$ cat src/rtl/lmsl_pkg.sv
// shared types and constants for the 3d local minimum seed labeler
package lmsl_pkg;

   localparam int DIM_BITS   = 9;
   localparam int PLANE_BITS = 2 * DIM_BITS;
   localparam int TOTAL_BITS = 3 * DIM_BITS;
   localparam int LAG_BITS   = PLANE_BITS + 1;
   localparam int POS_BITS   = TOTAL_BITS + 1;
   localparam int LABEL_BITS = 25;
   localparam int VALUE_BITS = 16;
   localparam int ADDR_BITS  = 4;
   localparam int DATA_BITS  = 32;
   localparam int DIM_LIMIT  = (1 << DIM_BITS) - 1;
   localparam logic [DIM_BITS-1:0] DIM_RESET = 9'd256;

   typedef enum logic [1:0] {
      REG_WIDTH  = 2'd0,
      REG_HEIGHT = 2'd1,
      REG_DEPTH  = 2'd2
   } reg_index_type;

   typedef enum logic {
      OP_SAMPLE = 1'b0,
      OP_DRAIN  = 1'b1
   } opcode_type;

   typedef struct packed {
      logic [DIM_BITS-1:0]   w;
      logic [DIM_BITS-1:0]   h;
      logic [DIM_BITS-1:0]   d;
      logic [PLANE_BITS-1:0] wh;
      logic [TOTAL_BITS-1:0] total;
      logic [LAG_BITS-1:0]   lag;
   } dims_type;

   typedef struct packed {
      logic                valid;
      logic                dec;
      logic                last;
      logic [DIM_BITS-1:0] cx;
      logic [DIM_BITS-1:0] cy;
      logic [DIM_BITS-1:0] cz;
   } shift_type;

endpackage

$ cat src/rtl/lmsl_csr.sv
// register port and derived volume geometry
module lmsl_csr #(
   parameter int MAX_WIDTH  = 256,
   parameter int MAX_HEIGHT = 256,
   parameter int MAX_DEPTH  = 256
) (
   input  logic                             clock,
   input  logic                             reset,
   input  logic                             psel,
   input  logic                             penable,
   input  logic                             pwrite,
   input  logic [lmsl_pkg::ADDR_BITS-1:0]   paddr,
   input  logic [lmsl_pkg::DATA_BITS-1:0]   pwdata,
   output logic [lmsl_pkg::DATA_BITS-1:0]   prdata,
   output logic                             pready,
   output logic                             clear,
   output logic                             busy,
   output lmsl_pkg::dims_type               dims
);

   localparam int MW = (MAX_WIDTH  > lmsl_pkg::DIM_LIMIT) ? lmsl_pkg::DIM_LIMIT : MAX_WIDTH;
   localparam int MH = (MAX_HEIGHT > lmsl_pkg::DIM_LIMIT) ? lmsl_pkg::DIM_LIMIT : MAX_HEIGHT;
   localparam int MD = (MAX_DEPTH  > lmsl_pkg::DIM_LIMIT) ? lmsl_pkg::DIM_LIMIT : MAX_DEPTH;
   localparam logic [lmsl_pkg::DIM_BITS-1:0] MW_C = lmsl_pkg::DIM_BITS'(MW);
   localparam logic [lmsl_pkg::DIM_BITS-1:0] MH_C = lmsl_pkg::DIM_BITS'(MH);
   localparam logic [lmsl_pkg::DIM_BITS-1:0] MD_C = lmsl_pkg::DIM_BITS'(MD);
   localparam logic [1:0] SETTLE_CYCLES = 2'd3;

   logic [lmsl_pkg::DIM_BITS-1:0] w_raw_ff, w_raw_in;
   logic [lmsl_pkg::DIM_BITS-1:0] h_raw_ff, h_raw_in;
   logic [lmsl_pkg::DIM_BITS-1:0] d_raw_ff, d_raw_in;
   lmsl_pkg::dims_type dims_ff, dims_in;
   lmsl_pkg::reg_index_type reg_idx;
   logic wr;
   logic [1:0] settle_ff, settle_in;

   function automatic logic [lmsl_pkg::DIM_BITS-1:0] clamp_dim(
      input logic [lmsl_pkg::DIM_BITS-1:0] v,
      input logic [lmsl_pkg::DIM_BITS-1:0] m
   );
      logic [lmsl_pkg::DIM_BITS-1:0] r;
      if (v == '0) r = lmsl_pkg::DIM_BITS'(1);
      else if (v > m) r = m;
      else r = v;
      return r;
   endfunction

   assign reg_idx = lmsl_pkg::reg_index_type'(paddr[3:2]);
   assign wr      = psel && penable && pwrite;
   assign pready  = 1'b1;

   always_comb begin
      w_raw_in = w_raw_ff;
      h_raw_in = h_raw_ff;
      d_raw_in = d_raw_ff;
      clear    = 1'b0;
      prdata   = '0;
      unique case (reg_idx)
         lmsl_pkg::REG_WIDTH: begin
            prdata = lmsl_pkg::DATA_BITS'(w_raw_ff);
            if (wr) begin
               w_raw_in = pwdata[lmsl_pkg::DIM_BITS-1:0];
               clear    = 1'b1;
            end
         end
         lmsl_pkg::REG_HEIGHT: begin
            prdata = lmsl_pkg::DATA_BITS'(h_raw_ff);
            if (wr) begin
               h_raw_in = pwdata[lmsl_pkg::DIM_BITS-1:0];
               clear    = 1'b1;
            end
         end
         lmsl_pkg::REG_DEPTH: begin
            prdata = lmsl_pkg::DATA_BITS'(d_raw_ff);
            if (wr) begin
               d_raw_in = pwdata[lmsl_pkg::DIM_BITS-1:0];
               clear    = 1'b1;
            end
         end
         default: begin
            prdata = '0;
         end
      endcase
   end

   // after a write the geometry settles through registers: clamped dims, then wh, then total and lag
   always_comb begin
      dims_in       = dims_ff;
      dims_in.w     = clamp_dim(w_raw_ff, MW_C);
      dims_in.h     = clamp_dim(h_raw_ff, MH_C);
      dims_in.d     = clamp_dim(d_raw_ff, MD_C);
      dims_in.wh    = dims_ff.w * dims_ff.h;
      dims_in.total = dims_ff.wh * dims_ff.d;
      dims_in.lag   = lmsl_pkg::LAG_BITS'(dims_ff.wh) + lmsl_pkg::LAG_BITS'(dims_ff.w)
                      + lmsl_pkg::LAG_BITS'(1);
   end

   // busy holds until the geometry chain has settled after a register write or reset
   always_comb begin
      settle_in = settle_ff;
      if (clear) settle_in = SETTLE_CYCLES;
      else if (settle_ff != '0) settle_in = settle_ff - 2'd1;
   end

   always_ff @(posedge clock) begin
      if (reset) begin
         w_raw_ff  <= lmsl_pkg::DIM_RESET;
         h_raw_ff  <= lmsl_pkg::DIM_RESET;
         d_raw_ff  <= lmsl_pkg::DIM_RESET;
         settle_ff <= SETTLE_CYCLES;
      end else begin
         w_raw_ff  <= w_raw_in;
         h_raw_ff  <= h_raw_in;
         d_raw_ff  <= d_raw_in;
         settle_ff <= settle_in;
      end
   end

   always_ff @(posedge clock) begin
      dims_ff <= dims_in;
   end

   assign dims = dims_ff;
   assign busy = settle_ff != '0;

endmodule

$ cat config.mk
export PLATFORM = sky130hd
export DESIGN_NAME = lmsl_csr
export DESIGN_NICKNAME = d
export VERILOG_FILES = /design/src/rtl/lmsl_pkg.sv /design/src/rtl/lmsl_csr.sv
export SDC_FILE = /design/constraint.sdc
export NUM_CORES = 1
export LEC_CHECK = 0
export BUFFER_PORTS_ARGS = -buffer_cell sky130_fd_sc_hd__clkbuf_2
export CORE_AREA = 2 2 109 190
export CTS_BUF_LIST = sky130_fd_sc_hd__clkbuf_4 sky130_fd_sc_hd__clkbuf_8
export DETAILED_ROUTE_END_ITERATION = 8
export DIE_AREA = 0 0 111 192
export PLACE_DENSITY = 0.82
export REMOVE_ABC_BUFFERS = 1
export SYNTH_ARGS = -nofsm -noshare
export SYNTH_HDL_FRONTEND = slang
export SYNTH_SLANG_ARGS = --single-unit
$ cat constraint.sdc
create_clock -name clock -period 6.7 [get_ports clock]
set_input_delay 1.005 -clock clock [delete_from_list [all_inputs] [get_ports clock]]
set_output_delay 1.005 -clock clock [all_outputs]
set_load 0.05 [all_outputs]
# Word level (Yosys, flattened, before mapping)
# Cells that the tools add are included.
# totals
reg_bits	120
wordCells	44
# classes
eq_ne	2
addsub	3
n_reduce_logical	15
n_mul	2
order_cmp	3
n_mux	6
# ops
operator	count
$gt 9x9->1 const B	3
$logic_not 9->1	3
$mul 18x9->27	1
$mux 9	3
$pmux 9 s3	1
$add 18x9->19	1
$add 19x1->19 const B	1
$mul 9x9->18	1
$reduce_or 2->1	4
$reduce_and 2->1	3
$reduce_or 3->1	1
$eq 2x1->1 const B	1
$eq 2x2->1 const B	1
$logic_and 1x1->1	2
$logic_not 2->1	1
$mux 1	2
$reduce_bool 2->1	1
$sub 2x1->2 const B	1

# Depth between registers and ports, before layout
# Gate-level depths: netlist (run 1).
# depth
word_depth	5
depth_mapped	20

# Least setup slack after synthesis (run 1)
# No wires, ideal clock.
# synth_path
kind	reg2reg
start	register dims_ff, in the netlist dims[66]
end	register dims_ff, in the netlist dims[39]
setup_ns	0.120
path_slack_ns	1.702
synth_period_minus_slack_ns	4.998
stages_incl_launch_ff	19
t_arrival_ns	4.878
path_cell_list	dfxtp_1 clkbuf_1 clkbuf_1 nand2_1 fa_1 inv_1 fa_1 fa_1 inv_1 fa_1 inv_1 ha_1 a21oi_1 nand2_1 o21ai_0 a21oi_4 a31oi_2 o221ai_1 xnor2_1
# synth_rtl
item	line_no	source
from (decl)	lmsl_csr.sv:32	lmsl_pkg::dims_type dims_ff, dims_in;
from (signal assigned)	lmsl_csr.sv:120	dims_ff <= dims_in;

==> qor.csv, run 1 <==
stage;metric;value;unit
run_status;status;finished, final reports clean;
die;start_util;0.6011;
synth;ys_types;52;
clock_tree;cts_buffer_depth;2;
final_layout;syn2layout_area_growth;8.695;%
die;die_x;111;microns
synth;synth_edf_count;0;
synth;synth_warnings;0;
sta;clock_skew;0.01099;ns
synth;netlist_instances;1327;
die;dieHeight;192;microns
die;die_area;21310;sq um
die;core_area;19650;sq um
sta;grt_setup_unrepaired;no;
final_layout;nets;1722;
clock_tree;clk_transition_reported_paths;0.08;ns
setup_path;critPathArrivalTime;5.43;ns
die;ios;167;
synth;synthArstFlopShare;0;
final_layout;final_cell_count_no_fill;1674;
detailed_routing;via_count;8936;
placement;placed_area;12440;sq um
setup_path;end_kind;flip-flop;
placement;hpwlAfterDp;21030;microns
synth;synth_ff_type;dfxtp_1;
final_layout;nFillCells;1603;
clock_tree;cts-htree-levels;4;
clock_tree;ctsResizeCount;0;
setup_path;cpMaxStageDelayCell;dfxtp_1;
setup_path;crit_chain;and2_1 > fa_1 > fa_1 > fa_1 > inv_1 > fa_1 > inv_1 > ha_1 > a21oi_1 > o21bai_1 > a21oi_1 > nand2_1 > a31oi_1 > o31ai_1 > xnor2_1;
detailed_routing;wl_per_cell;15.41;microns
final_layout;multi_input_area;8217;sq um
global_routing;grt_antenna_before_repair;0;
clock_tree;cts_buffers;17;
setup_path;crit_type;flip-flop to flip-flop;
setup_path;cp_slowest_stage_delay;0.80;ns
synth;syn_area;11810;sq um
setup_path;worst_path_most_repeated_cell;fa_1;
placement;post-place-cells;1642;
run;maxCapViolCount;0;
global_routing;grt_pass1_wl;42880;microns
setup_path;worst_ep_required_time;7.06;ns
sta;drv_slew;0;
sta;final-hold-violation-count;0;
global_routing;grt_overflow_total;0;
detailed_routing;drt_first_pass_iters;5;
final_layout;regArea;2402;sq um
global_routing;grt_usage;0.2505;
power;power_density;126.4;nW/um^2
sta;tns;0;ns
synth;synth_top_cell_by_area;fa_1;
power;total_power;1623;uW
sta;max_slew.worst_pin.slew;0.7372;ns
final_layout;diodes;0;
clock_tree;clk-insertion-delay-late;0.47;ns
sta;slew_headroom;0.5079;
setup_path;rr_startpoint;dims[70];
final_layout;final_area;12840;sq um
worst_hold_path;min_path_type;flip-flop to flip-flop;
clock_tree;cts.sinks;120;
setup_path;cpLargestDelayFamily;adder cells;
placement;dp_slack;1.646;ns
global_routing;grt_max_degree;30;
synth;syn_avg_cell_area;8.903;sq um
detailed_routing;route.detailed.drc;0;
synth;synth_seq_cells;120;
synth;synth_top_area_share;0.2779;
detailed_routing;viasPerCell;5.338;
placement;place.gp.congestion;0.8807;
die;fp-row-count;68;
sta;max_freq;0.1973;GHz
power;ir_worst_vdd;0.0002281;V
setup_path;worstPathMaxFanout;19;
placement;io_buffers;117;
synth;seq_area_frac_synth;0.2033;
clock_tree;postCtsSetupBuffers;0;
synth;synth_area_leaders;fa_1, dfxtp_1, ha_1;
sta;setup_viol_count_final;0;
detailed_routing;wirelength;25800;microns
clock_tree;tritoncts;built;
power;leakage;0.006920;uW
sta;fin_ws;1.632;ns
detailed_routing;drt-initial-drc-count;279;
worst_hold_path;holdCritStartpoint;d_raw_ff[7];
sta;min_period_over_period;0.7564;
detailed_routing;postRouteAntennaNets;0;
clock_tree;root_buffer;clkbuf_8;
sta;post-route-min-period;5.068;ns
global_routing;grt_pass1_vias;9404;
setup_path;start_kind;flip-flop;
final_layout;layout-drive-gt1-share;0.1120;
setup_path;cp-startpoint;dims[70];
setup_path;path_buf_inv;2;
clock_tree;cts_hold_buf;0;
==> power by group <==
part,leakage (uW),internal (uW),switching [uW]
Combinational,0.00575,47.5,138
Clock,0.000196,338,342
Sequential,0.000971,729,27.4
Total,0.00692,1110,508
==> cell families after synthesis <==
group | synth area share
other | 0.0006357
xor gates and xnor gates | 0.03484
AOI/OAI and AO/OA | 0.07573
muxes | 0.01525
and+or+nand+nor | 0.1772
adders and majority gates | 0.3849
DFF | 0.2033
buffers and inverters | 0.1081
==> cells in the final DEF, fill, tap and decap left out, types with 3 or more instances in the layout <==
| master | count |
|---|---|
| inv_1 | 246 |
| nand2_1 | 179 |
| fa_1 | 164 |
| and2_1 | 152 |
| dfxtp_1 | 120 |
| clkbuf_2 | 117 |
| ha_1 | 101 |
| a21oi_1 | 52 |
| xnor2_1 | 32 |
| nor2_1 | 28 |
| conb_1 | 24 |
| o21ai_0 | 23 |
| a21o_1 | 21 |
| mux2i_1 | 18 |
| clkbuf_8 | 17 |
| nand3_1 | 16 |
| xor2_1 | 15 |
| o21a_1 | 11 |
| nor2b_1 | 10 |
| nor3_1 | 6 |
| nor4_1 | 6 |
| inv_6 | 6 |
| nand4_1 | 5 |
| and3_1 | 5 |
| nand2b_1 | 4 |
| o21bai_1 | 3 |
| a31oi_1 | 3 |
| or3_1 | 3 |
| clkinvlp_4 | 3 |
==> layout make-up <==
cell class / count / share of cell area
clock inverter: 15 / 0.01286
inverter: 246 / 0.07191
tap: 245 / 0.02387
timing repair buffer: 118 / 0.04619
sequential: 120 / 0.1871
multi-input combinational: 913 / 0.6399
clock buffer: 17 / 0.01822
==> sequential cells by signal (all words and copies together), names as in the netlist <==
signal,count
settle_ff,2
dims,91
w_raw_ff,9
d_raw_ff,9
h_raw_ff,9
==> layer usage <==
| metal | up-vias | part of all wire | GRT usage |
|---|---|---|---|
| li1 | 4194 | - | - |
| met2 | 290 | 0.56 | 0.4870 |
| met1 | 4361 | 0.34 | 0.2452 |
| met5 | - | 0 | 0 |
| met4 | 0 | 0.044 | 0.1375 |
| met3 | 91 | 0.050 | 0.04986 |
==> per-stage QoR <==
| stage | util | hold slack (ns) |
|---|---|---|
| 3_3_place_gp | 0.6331 | 0.4840 |
| 6_report | 0.6534 | 0.4965 |
| 2_1_floorplan | - | 0.4510 |
| 3_5_place_dp | 0.6331 | 0.4879 |
| 5_1_grt | 0.6534 | 0.5284 |
| 4_1_cts | 0.6534 | 0.5006 |
==> final timing paths <==
path / to / slack [ns] / cells past startpoint
worst min-delay path: d_raw_ff[7] / 0.50 / 2
worst min register to register: d_raw_ff[7] / 0.50 / 2
worst max register to register: dims[45] / 1.63 / 15
worst max-delay path: dims[45] / 1.63 / 15
==> synthesized netlist by cell type (all sizes together) (5+ instances only) <==
cell type	number
a21o	21
a21oi	55
and2	152
and3	5
buf	26
clkbuf	44
dfxtp	120
fa	164
ha	101
inv	246
mux2i	18
nand2	179
nand3	16
nand4	5
nor2	28
nor2b	10
nor3	6
nor4	6
o21a	11
o21ai	26
xnor2	32
xor2	15
==> tightest hold or removal path, cell delays in order (launching register included) <==
cell and delay, ns:
dfxtp_1 0.34, nand2_1 0.06, a21oi_1 0.05
Power figures use the tool's default switching activity.
==> run 2: changes to the inputs <==
==> constraint.sdc (replaced) <==
create_clock -name clock -period 5.24 [get_ports clock]
set_input_delay 0.786 -clock clock [delete_from_list [all_inputs] [get_ports clock]]
set_output_delay 0.786 -clock clock [all_outputs]
set_load 0.05 [all_outputs]
==> qor.csv, run 2 (synthesized netlist as in run 1, its figures left out) <==
stage;metric;value;unit;change
placement;io_buffers;117;;unchanged
placement;post-place-cells;1656;;+0.85%
setup_path;critPathArrivalTime;5.32;ns;-0.11 ns
worst_hold_path;min_path_type;flip-flop to flip-flop;;
sta;post-route-min-period;4.958;ns;-0.1100 ns
detailed_routing;viasPerCell;5.334;;about the same
power;internal_power;1431;uW;+28%
setup_path;cpLargestDelayFamily;adder cells;;
setup_path;rr_startpoint;dims[71];;
clock_tree;root_buffer;clkbuf_8;;
detailed_routing;routed.top_layer;met4;;
placement;place.gp.congestion;0.9179;;+4.2%
final_layout;final_cell_count_no_fill;1687;;+0.78%
sta;min_period_over_period;0.9462;;+0.1898
sta;max_freq;0.2017;GHz;+2.2%
power;total_power;2061;uW;+27%
clock_tree;cts-htree-levels;4;;unchanged
global_routing;grt_max_degree;30;;unchanged
clock_tree;clk-insertion-delay-late;0.47;ns;about the same
run_status;status;finished, final reports clean;;
clock_tree;clk_transition_reported_paths;0.08;ns;about the same
final_layout;layout-drive-gt1-share;0.1200;;+0.008006
global_routing;grt_overflow_total;0;;unchanged
final_layout;largest_register_ffs;91;;unchanged
final_layout;nets;1736;;+0.81%
detailed_routing;drt_first_pass_iters;5;;unchanged
sta;tns;0;ns;unchanged
clock_tree;postCtsSetupBuffers;0;;unchanged
setup_path;cp_slowest_stage_delay;0.72;ns;-0.08 ns
power;leakage;0.006991;uW;+1.0%
power;combPwrFrac;0.118;;+0.003
placement;hpwlAfterDp;21010;microns;-0.10%
die;core_area;19650;sq um;unchanged
detailed_routing;postRouteAntennaNets;0;;unchanged
sta;clock_skew;0.01147;ns;+0.0004810 ns
clock_tree;tritoncts;built;;
final_layout;final_common_cell;inv_1;;
sta;slew_headroom;0.5606;;+0.05275
power;switching_share;0.3056;;-0.007291
setup_path;r2r_slack;0.28;ns;-1.35 ns
detailed_routing;wl_met1;9062;microns;+2.4%
detailed_routing;via_count;8998;;+0.69%
setup_path;start_kind;flip-flop;;
placement;dp_slack;0.2737;ns;-1.373 ns
global_routing;grt_pass1_vias;9701;;+3.2%
die;start_util;0.6011;;unchanged
power;seqPwrFrac;0.468;;+0.002
die;dieHeight;192;microns;unchanged
die;ios;167;;unchanged
setup_path;crit_chain;and2_1 > fa_1 > fa_1 > fa_1 > inv_1 > fa_1 > inv_1 > ha_1 > a21oi_1 > o21bai_1 > a21oi_1 > nand2_1 > a31oi_1 > o31ai_1 > xnor2_1;;
sta;grt_setup_unrepaired;no;;
worst_hold_path;holdCritStartpoint;d_raw_ff[2];;
detailed_routing;drt-initial-drc-count;252;;-9.7%
power;switchingPower;629.9;uW;+24%
setup_path;worstPathMaxFanout;19;;unchanged
sta;setup_viol_count_final;0;;unchanged
detailed_routing;wl_per_cell;15.20;microns;-1.4%
sta;drv_slew;0;;unchanged
power;p_clk_frac;0.414;;-0.005
clock_tree;cts_buffer_depth;2;;unchanged
detailed_routing;wirelength;25640;microns;-0.65%
worst_hold_path;whs_path_depth;2;;unchanged
final_layout;diodes;0;;unchanged
final_layout;layout_common_cells;inv_1, nand2_1, fa_1;;
sta;final-hold-violation-count;0;;unchanged
global_routing;grt_pass1_wl;43080;microns;+0.48%
die;die_x;111;microns;unchanged
sta;fin_ws;0.2821;ns;-1.350 ns
global_routing;grt_usage;0.2520;;+0.001458
setup_path;end_kind;flip-flop;;
worst_hold_path;holdPathEnd;d_raw_ff[2];;
setup_path;rr_worst_depth;15;;unchanged
clock_tree;cts_buffers;17;;unchanged
die;fp-row-count;68;;unchanged
detailed_routing;route.detailed.drc;0;;unchanged
sta;max_slew.worst_pin.slew;0.6566;ns;-0.08054 ns
clock_tree;cts_hold_buf;0;;unchanged
power;power_density;159.3;nW/um^2;+26%
detailed_routing;wl_met2;14310;microns;-1.4%
setup_path;r2r-end;dims[45];;
setup_path;crit_type;flip-flop to flip-flop;;
run;maxCapViolCount;0;;unchanged
setup_path;cpMaxStageDelayCell;dfxtp_1;;
clock_tree;cts.sinks;120;;unchanged
global_routing;grt_antenna_before_repair;0;;unchanged
setup_path;worst_path_most_repeated_cell;fa_1;;
die;die_area;21310;sq um;unchanged
detailed_routing;met3_length;924;microns;-29%
final_layout;syn2layout_area_growth;9.532;%;
power;ir_worst_vdd;0.0002623;V;+15%
setup_path;path_buf_inv;2;;unchanged
setup_path;worst_ep_required_time;5.61;ns;-1.45 ns
clock_tree;ctsResizeCount;0;;unchanged
[run 2: cell types whose count changed in the layout (fill, tap and decap cells not counted), sizes merged]
cell,previous run,this run
inv,253,249
buf,1,15
clkinv,3,5
clkbuf,134,135
[run 2: worst max path at each step]
stage / start / to / slack (ns) / cells past startpoint
5_1_grt: dims[71] / dims[45] / 0.02 / 15
3_3_place_gp: dims[71] / dims[45] / 0.37 / 15
3_5_place_dp: dims[71] / dims[45] / 0.27 / 15
4_1_cts: dims[71] / dims[45] / 0.26 / 15
6_report: dims[71] / dims[45] / 0.28 / 15
2_1_floorplan: dims[66] / dims[44] / 0.40 / 16
[run 2: power groups by stage]
stage	Combinational (uW)	Sequential, uW	Clock (uW)
final	243	964	854
after global routing	264	967	902
after CTS	245	963	868
after detailed placement	243	984	0
after global placement	237	984	0
after floorplan	128	1030	0
[run 2: metal layers]
metal	vias to the layer above	global-route usage
li1	4222	-
met1	4450	0.2407
met2	240	0.4962
met3	86	0.03850
met4	0	0.1567
met5	-	0
[run 2: area by class of cell]
class	instances	area, sq um
Tap cell	245	306.5
Clock inverter	13	145.1
Multi-Input combinational cell	913	8217
Fill cell	1564	6714
Inverter	246	923.4
Sequential cell	120	2402
Clock buffer	18	247.7
Timing Repair Buffer	132	698.2
[run 2: per-stage QoR]
stage	hold WS, ns	cell area [sq um]	util
floorplan	0.4510	11540	-
global placement	0.4871	12550	0.6384
detailed placement	0.4906	12550	0.6384
CTS	0.5012	12940	0.6584
global route	0.5346	12940	0.6584
finish	0.4973	12940	0.6584
[run 2: tightest hold or removal path, delay by kind of cell (launching register included)]
family	cells	cell delay [ns]
compound gates	1	0.05
simple gates	1	0.06
flops	1	0.34
