===== config.mk =====
export PLATFORM = sky130hd
export DESIGN_NAME = lmsl_sched
export DESIGN_NICKNAME = d
export VERILOG_FILES = /design/src/rtl/lmsl_pkg.sv /design/src/rtl/lmsl_sched.sv
export SDC_FILE = /design/constraint.sdc
export NUM_CORES = 1
export LEC_CHECK = 0
export BUFFER_PORTS_ARGS = -buffer_cell sky130_fd_sc_hd__clkbuf_2
export CAP_MARGIN = 30
export CELL_PAD_IN_SITES_DETAIL_PLACEMENT = 1
export CELL_PAD_IN_SITES_GLOBAL_PLACEMENT = 1
export CORE_MARGIN = 2
export CORE_UTILIZATION = 46
export CTS_CLUSTER_DIAMETER = 150
export DETAILED_ROUTE_END_ITERATION = 12
export PLACE_DENSITY_LB_ADDON = 0.1
export SLEW_MARGIN = 30
export SYNTH_ARGS = -nofsm -noshare
export SYNTH_HDL_FRONTEND = slang
export SYNTH_SLANG_ARGS = --single-unit

===== constraint.sdc =====
create_clock -name clock -period 15.25 [get_ports clock]
set_input_delay 2.2875 -clock clock [delete_from_list [all_inputs] [get_ports clock]]
set_output_delay 2.2875 -clock clock [all_outputs]
set_load 0.02 [all_outputs]

===== src/rtl/lmsl_pkg.sv =====
// shared types and constants for the 3d local minimum seed labeler
package lmsl_pkg;

   localparam int DIM_BITS   = 9;
   localparam int PLANE_BITS = 2 * DIM_BITS;
   localparam int TOTAL_BITS = 3 * DIM_BITS;
   localparam int LAG_BITS   = PLANE_BITS + 1;
   localparam int POS_BITS   = TOTAL_BITS + 1;
   localparam int LABEL_BITS = 25;
   localparam int VALUE_BITS = 16;
   localparam int ADDR_BITS  = 4;
   localparam int DATA_BITS  = 32;
   localparam int DIM_LIMIT  = (1 << DIM_BITS) - 1;
   localparam logic [DIM_BITS-1:0] DIM_RESET = 9'd256;

   typedef enum logic [1:0] {
      REG_WIDTH  = 2'd0,
      REG_HEIGHT = 2'd1,
      REG_DEPTH  = 2'd2
   } reg_index_type;

   typedef enum logic {
      OP_SAMPLE = 1'b0,
      OP_DRAIN  = 1'b1
   } opcode_type;

   typedef struct packed {
      logic [DIM_BITS-1:0]   w;
      logic [DIM_BITS-1:0]   h;
      logic [DIM_BITS-1:0]   d;
      logic [PLANE_BITS-1:0] wh;
      logic [TOTAL_BITS-1:0] total;
      logic [LAG_BITS-1:0]   lag;
   } dims_type;

   typedef struct packed {
      logic                valid;
      logic                dec;
      logic                last;
      logic [DIM_BITS-1:0] cx;
      logic [DIM_BITS-1:0] cy;
      logic [DIM_BITS-1:0] cz;
   } shift_type;

endpackage


===== src/rtl/lmsl_sched.sv =====
// input tracking, result credits and window shift scheduling
module lmsl_sched #(
   parameter int KEY_BITS = 16,
   parameter int PA_BITS  = 16,
   parameter int LA_BITS  = 8
) (
   input  logic                               clock,
   input  logic                               reset,
   input  logic                               clear,
   input  lmsl_pkg::dims_type                 dims,
   input  logic                               busy,
   input  logic                               en,
   input  logic                               req_valid,
   output logic                               req_stall,
   input  logic                               req_opcode,
   input  logic [lmsl_pkg::VALUE_BITS-1:0]    req_voxel_value,
   output lmsl_pkg::shift_type                iss,
   output logic [KEY_BITS-1:0]                iss_sample,
   output logic [PA_BITS-1:0]                 iss_pa,
   output logic [LA_BITS-1:0]                 iss_la
);

   localparam int TB = lmsl_pkg::TOTAL_BITS;
   localparam int PB = lmsl_pkg::POS_BITS;
   localparam int DB = lmsl_pkg::DIM_BITS;

   logic [TB-1:0] inpos_ff, inpos_in;
   logic [TB-1:0] outpos_ff, outpos_in;
   logic [PB-1:0] credit_ff, credit_in;
   logic [PB-1:0] sc_ff, sc_in;
   logic [TB-1:0] ci_ff, ci_in;
   logic [PA_BITS-1:0] pa_ff, pa_in;
   logic [LA_BITS-1:0] la_ff, la_in;
   logic [DB-1:0] cx_ff, cx_in, cy_ff, cy_in, cz_ff, cz_in;
   logic hold_valid_ff, hold_valid_in;
   logic [KEY_BITS-1:0] hold_data_ff, hold_data_in;
   logic [KEY_BITS-1:0] key;

   logic accept, store, emit, can, take, need_sample, is_dec, last;
   logic [PB-1:0] inpos_new, need_raw, need, total_x;

   assign key = KEY_BITS'(req_voxel_value);

   assign total_x     = PB'(dims.total);
   assign need_sample = sc_ff < total_x;
   assign is_dec      = sc_ff >= PB'(dims.lag);
   assign last        = is_dec && ((PB'(ci_ff) + PB'(1)) == total_x);
   assign can         = en && !busy && (!need_sample || hold_valid_ff)
                        && (!is_dec || credit_ff != '0);
   assign take        = can && need_sample;
   assign req_stall   = busy || (hold_valid_ff && !take);
   assign accept      = req_valid && !req_stall;

   // mirror of the volume bookkeeping, decides which transfers owe a result
   assign store     = (req_opcode == lmsl_pkg::OP_SAMPLE) && (inpos_ff < dims.total);
   assign inpos_new = PB'(inpos_ff) + PB'(store);
   assign need_raw  = PB'(outpos_ff) + PB'(dims.lag) + PB'(1);
   assign need      = (need_raw > total_x) ? total_x : need_raw;
   assign emit      = accept && (outpos_ff < dims.total) && (inpos_new >= need);

   always_comb begin
      inpos_in      = inpos_ff;
      outpos_in     = outpos_ff;
      hold_valid_in = hold_valid_ff;
      hold_data_in  = hold_data_ff;
      if (take) hold_valid_in = 1'b0;
      if (accept && store) begin
         hold_valid_in = 1'b1;
         hold_data_in  = key;
         inpos_in      = inpos_new[TB-1:0];
      end
      if (emit) begin
         if ((PB'(outpos_ff) + PB'(1)) == total_x) begin
            inpos_in  = '0;
            outpos_in = '0;
         end else begin
            outpos_in = outpos_ff + TB'(1);
         end
      end
      credit_in = credit_ff + PB'(emit) - PB'(can && is_dec);
   end

   always_comb begin
      sc_in = sc_ff;
      ci_in = ci_ff;
      pa_in = pa_ff;
      la_in = la_ff;
      cx_in = cx_ff;
      cy_in = cy_ff;
      cz_in = cz_ff;
      if (can) begin
         sc_in = sc_ff + PB'(1);
         if ((lmsl_pkg::PLANE_BITS+1)'(pa_ff) + (lmsl_pkg::PLANE_BITS+1)'(1)
             == (lmsl_pkg::PLANE_BITS+1)'(dims.wh)) pa_in = '0;
         else pa_in = pa_ff + PA_BITS'(1);
         if ((DB+1)'(la_ff) + (DB+1)'(1) == (DB+1)'(dims.w)) la_in = '0;
         else la_in = la_ff + LA_BITS'(1);
         if (is_dec) begin
            ci_in = ci_ff + TB'(1);
            if (cx_ff + DB'(1) == dims.w) begin
               cx_in = '0;
               if (cy_ff + DB'(1) == dims.h) begin
                  cy_in = '0;
                  cz_in = cz_ff + DB'(1);
               end else begin
                  cy_in = cy_ff + DB'(1);
               end
            end else begin
               cx_in = cx_ff + DB'(1);
            end
         end
         if (last) begin
            sc_in = '0;
            ci_in = '0;
            pa_in = '0;
            la_in = '0;
            cx_in = '0;
            cy_in = '0;
            cz_in = '0;
         end
      end
   end

   always_ff @(posedge clock) begin
      if (reset || clear) begin
         inpos_ff      <= '0;
         outpos_ff     <= '0;
         credit_ff     <= '0;
         hold_valid_ff <= 1'b0;
         sc_ff         <= '0;
         ci_ff         <= '0;
         pa_ff         <= '0;
         la_ff         <= '0;
         cx_ff         <= '0;
         cy_ff         <= '0;
         cz_ff         <= '0;
      end else begin
         inpos_ff      <= inpos_in;
         outpos_ff     <= outpos_in;
         credit_ff     <= credit_in;
         hold_valid_ff <= hold_valid_in;
         sc_ff         <= sc_in;
         ci_ff         <= ci_in;
         pa_ff         <= pa_in;
         la_ff         <= la_in;
         cx_ff         <= cx_in;
         cy_ff         <= cy_in;
         cz_ff         <= cz_in;
      end
   end

   always_ff @(posedge clock) begin
      hold_data_ff <= hold_data_in;
   end

   always_comb begin
      iss.valid = can;
      iss.dec   = is_dec;
      iss.last  = last;
      iss.cx    = cx_ff;
      iss.cy    = cy_ff;
      iss.cz    = cz_ff;
   end

   // shifts past the end of the volume carry filler
   assign iss_sample = need_sample ? hold_data_ff : '0;
   assign iss_pa     = pa_ff;
   assign iss_la     = la_ff;

endmodule


# Word-level counts from Yosys, hierarchy flattened

Cells that the tools add are included.

Add/subtract/negate cells: 17
$lt $le $gt $ge: 6
Eq/ne operators: 6
Multiplexer cells: 26
Bitwise gates (word level): 1
Reductions and logical operators: 29

Operators by type and width:

| operator                                                        | count |
|---|---|
| 27-bit two-way mux                                              | 6 |
| 9-bit two-way mux                                               | 11 |
| 27-bit by 1-bit adder with 28-bit output, second input constant | 2 |
| 28-bit by 1-bit adder with 28-bit output, second input constant | 2 |
| 28-bit by 27-bit == test with 1-bit output                      | 2 |
| 28-bit two-way mux                                              | 2 |
| 27-bit by 1-bit adder with 27-bit output, second input constant | 2 |
| 27-bit < comparator                                             | 2 |
| 16-bit two-way mux                                              | 3 |
| 27-bit by 1-bit adder with 28-bit output                        | 1 |
| 27-bit by 19-bit adder with 28-bit output                       | 1 |
| 28-bit by 1-bit adder with 28-bit output                        | 1 |
| 28-bit by 19-bit greater-or-equal comparator with 1-bit output  | 1 |
| 28-bit greater-or-equal comparator                              | 1 |
| 28-bit by 27-bit greater-than comparator with 1-bit output      | 1 |
| 28-bit by 27-bit < comparator with 1-bit output                 | 1 |
| 28-bit nonzero test                                             | 1 |
| 28-bit by 1-bit subtractor with 28-bit output                   | 1 |
| 9-bit by 1-bit adder with 9-bit output, second input constant   | 3 |
| 9-bit == test                                                   | 3 |
| 17-bit by 18-bit == test with 1-bit output                      | 1 |
| 16-bit by 1-bit adder with 17-bit output, second input constant | 1 |
| 16-bit by 1-bit adder with 16-bit output, second input constant | 1 |
| 8-bit two-way mux                                               | 2 |
| 11 further kinds                                                | 33 |

Register bits: 205
Input port bits: 114
Output and inout bits: 71
Word-level logic and storage cells: 97

# Depth between registers and ports, before layout

Gate-level depths: netlist of run 1.

Word-level depth: 15
Mapped depth: 45

# Worst setup path after synthesis of run 1

No wires, ideal clock.

Kind: input -> register
From: input dims[5] in the netlist's numbering
To: register credit_ff[24]
Setup time: 0.121 ns
Arrival: 11.351 ns
Required time: 15.129 ns
Slack: 3.778 ns
Cell stages on the path: 43
Path buffers: 2
Cell sequence: ha_1 -> o21ai_0 -> nand2b_1 -> and3_1 -> a221oi_1 -> o21ai_0 -> a21o_1 -> a21oi_1 -> xnor2_1 -> ha_1 -> and2_0 -> a221o_1 -> a221oi_1 -> o21ai_0 -> a2111oi_0 -> nor2_1 -> a21oi_2 -> buf_2 -> [7 not listed] -> nand4_1 -> clkbuf_1 -> nor2_1 -> inv_1 -> ha_1 -> inv_1 -> ha_1 -> inv_1 -> fa_1 -> nor2b_1 -> o221ai_1 -> a211oi_1 -> nor2_1 -> a31oi_1 -> a41oi_1 -> o211ai_1 -> a21oi_1 -> mux2i_1

Longest elaborated chain between the ends: 14
Elaborated cells on any way between the ends: 20
Classes of those cells: 4 x add/sub; 3 x order compare; 1 x mux; 12 x reduce/logical

RTL lines:

| item                                                                                               | RTL line          | text |
|---|---|---|
| start, declared                                                                                    | lmsl_sched.sv:10  | `input lmsl_pkg::dims_type dims,` |
| parallel branches: the longest is 13 deep, another holds 27-bit by 19-bit adder with 28-bit output | --                |  |
| 28-bit by 1-bit subtractor with 28-bit output *                                                    | lmsl_sched.sv:80  | `credit_in = credit_ff + PB'(emit) - PB'(can && is_dec);` |
| end signal, assigned                                                                               | lmsl_sched.sv:140 | `credit_ff <= credit_in;` |
| end, declared                                                                                      | lmsl_sched.sv:29  | `logic [PB-1:0] credit_ff, credit_in;` |

Every way passes the cells marked *.
A chain may end at the register's enable or synchronous reset.

# Worst setup path in the final report of run 1

From: input dims[0] in the netlist's numbering
To: register credit_ff[24]

The elaborated chain is that of the path after synthesis.

==> results of run 1 <==
-- synthesized netlist by cell type, types with 15 or more instances --
cell and n:
dfxtp_1 189, edfxtp_1 16, nor3_1 89, nand4_1 85, xnor2_1 187, nor4_1 25, a21oi_1 120, and2_1 34
nor2_1 196, o21ai_0 92, or2_2 15, o31ai_1 15, nand2b_1 16, buf_2 35, and3_1 41, nand2_1 191
nor2b_1 24, o21a_1 15, or3_1 31, o211ai_1 30, inv_1 124, nand3_1 109, mux2i_1 36, a31oi_1 26
a21o_1 27, ha_1 223, and4_1 19, a211oi_1 32, clkbuf_1 55, xor2_1 82
-- registers in the layout, indices dropped and copies added (netlist names) --
name / count
outpos_ff: 27
cy_ff: 9
ci_ff: 27
cz_ff: 9
cx_ff: 9
iss_pa: 16
iss_la: 8
credit_ff: 28
hold_valid_ff: 1
inpos_ff: 27
sc_ff: 28
hold_data_ff: 16
-- how the worst min path moves through the flow --
| stage | slack (ns) | endpoint | startpoint | cells after the start |
|---|---|---|---|---|
| 2_1_floorplan | 0.45 | inpos_ff[0]$_SDFF_PP0_ | inpos_ff[0]$_SDFF_PP0_ | 2 |
| 3_3_place_gp | 0.46 | inpos_ff[0]$_SDFF_PP0_ | inpos_ff[0]$_SDFF_PP0_ | 2 |
| 3_5_place_dp | 0.48 | inpos_ff[0]$_SDFF_PP0_ | inpos_ff[0]$_SDFF_PP0_ | 2 |
| 4_1_cts | 0.49 | inpos_ff[0]$_SDFF_PP0_ | inpos_ff[0]$_SDFF_PP0_ | 2 |
| 5_1_grt | 0.52 | inpos_ff[0]$_SDFF_PP0_ | inpos_ff[0]$_SDFF_PP0_ | 2 |
| 6_report | 0.49 | inpos_ff[0]$_SDFF_PP0_ | inpos_ff[0]$_SDFF_PP0_ | 2 |
-- area by class of cell --
cell class | instances | area [um^2]
clock buffer | 35 | 725.7
clock inverter | 11 | 121.4
fill | 5065 | 19670
inverter | 126 | 473.0
multi-input combinational | 1938 | 13610
sequential | 205 | 4264
tap | 532 | 665.6
timing repair buffer | 195 | 1026
-- kinds of logic (layout without fill, tap and decap cells) --
family | Yosys count | in the layout | synth area share [%]
compound gates | 474 | 474 | 16.85
xor+xnor | 269 | 269 | 12.53
fa+ha+maj | 226 | 226 | 15.11
buf+inv | 232 | 367 | 5.185
flops | 205 | 205 | 22.68
mux | 37 | 37 | 1.977
other cells | 1 | 1 | 0.01995
simple gates | 931 | 931 | 25.64
-- where the power goes --
part	switching [W]	leakage, nW	total, W	internal, W
logic	0.000101	6.51	0.000152	0.0000518
registers	0.000000635	1.67	0.000545	0.000545
clock network	0.000264	0.407	0.000632	0.000368
total	0.000365	8.59	0.00133	0.000964
-- cell usage in the layout (no fill, tap or decap), drive strengths merged, types with 10 or more instances in the layout --
cell    Yosys  layout
a211oi     32      32
a21o       27      27
a21oi     121     121
a31oi      26      26
and2       35      35
and3       41      41
and4       19      19
buf        51      20
clkbuf     55     210
dfxtp     189     189
edfxtp     16      16
ha        223     223
inv       126     127
mux2i      36      36
nand2     192     192
nand2b     16      16
nand3     109     109
nand4      87      87
nor2      197     197
nor2b      24      24
nor3       89      89
nor3b      12      12
nor4       31      31
o211ai     30      30
o21a       15      15
o21ai      94      94
o21bai     14      14
o22ai      10      10
o31ai      15      15
or2        15      15
or3        31      31
or4        14      14
xnor2     187     187
xor2       82      82
-- tightest hold or removal path, stage by stage (launching register included) --
cell and delay [ns]:
dfxtp_1 0.33, nand2_1 0.06, a21oi_1 0.05
-- routing by layer --
metal  up-vias  track usage [%]  share of wire (%)
met1      9142            39.80                 46
met3       112            4.604                5.5
met4         0            8.240                2.7
li1       8851                -                  -
met5         -                0                  0
met2       473            49.08                 46
-- metrics by stage --
step	std cells	worst slack, ns	util [%]	total power (W)
floorplan	2375	3.778	-	0.0006434
global placement	2995	1.725	49.35	0.0006989
detailed placement	2995	1.789	49.36	0.0007061
CTS	3041	2.235	51.45	0.001341
global route	3042	1.331	51.50	0.001374
finish	3042	2.190	51.50	0.001329
==> reports/results.ini, run 1 <==
[outcome]
status = complete, no violations

[cells_and_area]
drive_gt1_share_pct = 11.04
antenna_cells = 0
nets = 2832
design_area_um2 = 20890
areaGrowthSynthToFinish_pct = 11.10

[worst_setup_path]
r2r_cells = 44
critPathTopFamily = compound AO/OA/AOI/OAI gates
cp.depth = 45
crit_slowest_cell = a2111oi_1
path_buf_inv = 6
max_stage_delay_ns = 0.77
rrSetupSlack_ns = 3.47
cp-end-kind = flip-flop
cp_max_fo = 28
cp-endpoint = credit_ff[24]$_SDFF_PP0_
required_ns = 15.70
cp_common_cell = ha_1
reg2reg_from = outpos_ff[0]$_SDFFE_PP0N_
crit_path_start_kind = input pin
path_class = input pin to flip-flop
startpoint = dims[0]
r2r-end = credit_ff[24]$_SDFF_PP0_
arrival_ns = 13.51

[sta]
fmax_mhz = 76.57
drv_slew = 0
worst_pin_slew_ns = 0.8382
setup_tns_ns = 0
whs_ns = 0.4903
period_share_pct = 85.64
finalSetupViolCount = 0
finalHoldViolCount = 0
final.min_clock_period_ns = 13.06
slew-limit-headroom_pct = 43.66
skew_ns = 0.02778
rsz0062_at_grt = no

[power_and_ir_drop]
p_leak_nw = 8.588
power.density_nw_per_um2 = 63.66
ir_drop_mv = 0.07794

[synth]
synth_top_area_cell = dfxtp_1
syn_area_um2 = 18800
synth_edf_count = 16
synth_cell_type_count = 90
async_flop_share_pct = 0
synth.top_cells.by_area = dfxtp_1, ha_1, xnor2_1
seq_area_frac_synth_pct = 22.68
yosysWarnings = 0
synthFlopType = dfxtp_1
synth_cells = 2375
ys_ff_latch = 205
synth.avg_cell_area_um2 = 7.915
syn_nets = 2714
synth_top_area_share_pct = 20.13

[clock_network]
cts_tree = yes
htreeDepth = 1
clockBufferDepth = 3
cts_hold_buffers = 0
numCtsBuffers = 27
clockRootBuffer = clkbuf_16
clock_latency_ns = 0.56
post_cts_resized = 0
cts.reportedPaths.clkPinSlew_ns = 0.06
clock-sinks = 205
cts_setup_buffers = 0

[die]
die_area_um2 = 42500
die_w_um = 206.2
rows = 74
start_util_pct = 46.35
die_y_um = 206.2
core_area_um2 = 40550
io_pins = 185

[drt]
dr.first_iter.drc_count = 1129
ant_nets = 0
wl_per_cell_um = 20.97
viasPerCell = 6.107
dr.pass1.iters = 5
drc = 0
vias = 18578
postRouteWirelength_um = 63780

[grt]
antenna_found_initial = 0
gr-total-overflow = 0
grt_pass1_wl_um = 100700
grtUsageTotal_pct = 29.62
grt_pass1_vias = 18768
grt_max_degree = 45

[flow_run]
drv_cap = 0

[placed_design]
place_area_um2 = 20020
hpwl_um = 49490
port_buffers = 175
place_congestion = 0.9203

[worst_hold_path]
hold_path_class = flip-flop to flip-flop

Note: power is estimated with default switching activity, not from simulation.
==> run 2: changes to the inputs <==
- CORE_UTILIZATION: 46 -> 47
- CTS_BUF_LIST: unset -> sky130_fd_sc_hd__clkbuf_8
==> run 2 against run 1 <==
  * Power shrank 2.5%
  * Critical path depth grew 1
  * Final area shrank 0.15%
  * Global-route usage grew 0.51 points
  * Sequential share of layout area is essentially flat
  * Clock skew is essentially flat
  * First-iteration DRC count shrank 6.3%
  * Final cell count grew 0.62%
  * Highest routed layer unchanged
==> reports/results.ini, run 2 (synthesis results as in run 1) <==
[sta]
final.min_clock_period_ns = 13.28  ; +0.2227 ns
worst_pin_slew_ns = 0.8893  ; +0.05114 ns
fmax_mhz = 75.29  ; -1.7%
whs_ns = 0.4781  ; -0.01222 ns
setup_tns_ns = 0  ; unchanged
skew_ns = 0.02750  ; -0.0002711 ns
period_share_pct = 87.10  ; +1.5 points
drv_slew = 0  ; unchanged
finalSetupViolCount = 0  ; unchanged
finalHoldViolCount = 0  ; unchanged
rsz0062_at_grt = no
slew-limit-headroom_pct = 40.49  ; -3.2 points

[worst_setup_path]
r2r-end = credit_ff[26]$_SDFF_PP0_
rrSetupSlack_ns = 3.22  ; -0.25 ns
cp-end-kind = flip-flop
required_ns = 15.73  ; +0.03 ns
reg2reg_from = outpos_ff[0]$_SDFFE_PP0N_
cp_max_fo = 28  ; unchanged
max_stage_delay_ns = 0.81  ; +0.04 ns
cp_common_cell = ha_1
crit_slowest_cell = a2111oi_1
arrival_ns = 13.76  ; +0.25 ns
path_class = input pin to flip-flop
crit_path_start_kind = input pin
r2r_cells = 45  ; +2.3%

[clock_network]
numCtsBuffers = 42  ; +56%
cts_hold_buffers = 0  ; unchanged
clockRootBuffer = clkbuf_8
cts_tree = yes
htreeDepth = 2  ; +1
post_cts_resized = 0  ; unchanged
clockBufferDepth = 3  ; unchanged
cts_setup_buffers = 0  ; unchanged
clock_latency_ns = 0.61  ; +0.05 ns
cts.reportedPaths.clkPinSlew_ns = 0.06  ; about the same
clock-sinks = 205  ; unchanged

[cells_and_area]
final-seq-area_um2 = 4264  ; unchanged
layout_commonest_cell = ha_1
multi_input_area_um2 = 13600  ; about the same
nets = 2845  ; +0.46%
drive_gt1_share_pct = 11.67  ; +0.64 points
antenna_cells = 0  ; unchanged
areaGrowthSynthToFinish_pct = 10.94
final_cell_mix = ha_1, nor2_1, nand2_1, dfxtp_1, xnor2_1
design_area_um2 = 20850  ; -0.15%
reg.largest.list = credit_ff x28, sc_ff x28
finalNonFillerCells = 3061  ; +0.62%
fill_cells = 4968  ; -1.9%
final_util_pct = 52.61  ; +1.1 points

[drt]
vias = 18646  ; +0.37%
dr.pass1.iters = 5  ; unchanged
wl_per_cell_um = 20.62  ; -1.7%
ant_nets = 0  ; unchanged
drc = 0  ; unchanged
dr.first_iter.drc_count = 1058  ; -6.3%
postRouteWirelength_um = 63120  ; -1.0%
viasPerCell = 6.091  ; -0.26%

[worst_hold_path]
worstHoldPathCells = 2  ; unchanged
min_to = inpos_ff[0]$_SDFF_PP0_
hold_path_class = flip-flop to flip-flop
hold_path.startpoint = inpos_ff[0]$_SDFF_PP0_

[die]
die_w_um = 204.0  ; -1.0%
io_pins = 185  ; unchanged
start_util_pct = 47.42  ; +1.1 points
core_area_um2 = 39640  ; -2.3%
die_area_um2 = 41610  ; -2.1%
rows = 73  ; -1.4%
die_y_um = 204.0  ; -1.0%

[grt]
grt_max_degree = 55  ; +22%
antenna_found_initial = 0  ; unchanged
grt_pass1_vias = 18772  ; +0.021%
grtUsageTotal_pct = 30.13  ; +0.51 points
gr-total-overflow = 0  ; unchanged
grt_pass1_wl_um = 100700  ; about the same

[outcome]
status = complete, no violations

[power_and_ir_drop]
ir_drop_mv = 0.06019  ; -23%
p_leak_nw = 8.655  ; +0.77%
power.density_nw_per_um2 = 62.19  ; -2.3%

[placed_design]
port_buffers = 175  ; unchanged
place_congestion = 0.9150  ; -0.58%
place_area_um2 = 20000  ; about the same
hpwl_um = 48900  ; -1.2%
dp.cells = 2987  ; -0.27%

[flow_run]
drv_cap = 0  ; unchanged

run 2: worst max-delay path by stage:
stage                                          end     from  cells past startpoint
after floorplan           credit_ff[24]$_SDFF_PP0_  dims[5]                     43
after global placement    credit_ff[24]$_SDFF_PP0_  dims[0]                     45
after detailed placement  credit_ff[26]$_SDFF_PP0_  dims[0]                     45
after CTS                 credit_ff[26]$_SDFF_PP0_  dims[0]                     45
after global routing      credit_ff[26]$_SDFF_PP0_  dims[0]                     45
final                     credit_ff[26]$_SDFF_PP0_  dims[0]                     46
run 2: metal layers:
metal / track usage (%) / up-vias / routed length (um)
met1: 41.37 / 9161 / 29460
met3: 4.656 / 125 / 3628
met5: 0 / - / 0
met4: 9.058 / 0 / 1748
met2: 48.64 / 493 / 28280
li1: - / 8867 / -
run 2: critical path, delay by kind of cell:
family          cells  cell delay (ns)
xor+xnor            1             0.23
simple gates       10             1.84
mux                 1             0.15
buf+inv             7             1.13
compound gates     20             6.17
fa+ha+maj           7             1.94
run 2: where the power goes:
| group | total (W) | internal, W | switching, W |
|---|---|---|---|
| Sequential | 0.000546 | 0.000545 | 0.000000574 |
| Clock | 0.000601 | 0.000333 | 0.000268 |
| Combinational | 0.000151 | 0.0000515 | 0.0000992 |
| Total | 0.00130 | 0.000929 | 0.000368 |
run 2: cell type report:
type	count	share of cell area (%)
clock buffer	54	3.564
clock inverter	20	0.5220
inverter	126	2.268
multi-input combinational	1938	65.20
sequential	205	20.45
tap	525	3.150
timing repair buffer	193	4.848
run 2: through the flow:
stage               worst slack [ns]  power [W]
global route                   1.250   0.001352
detailed placement             1.563  0.0007050
CTS                            2.195   0.001313
global placement               1.549  0.0006976
floorplan                      3.778  0.0006434
finish                         1.968   0.001297
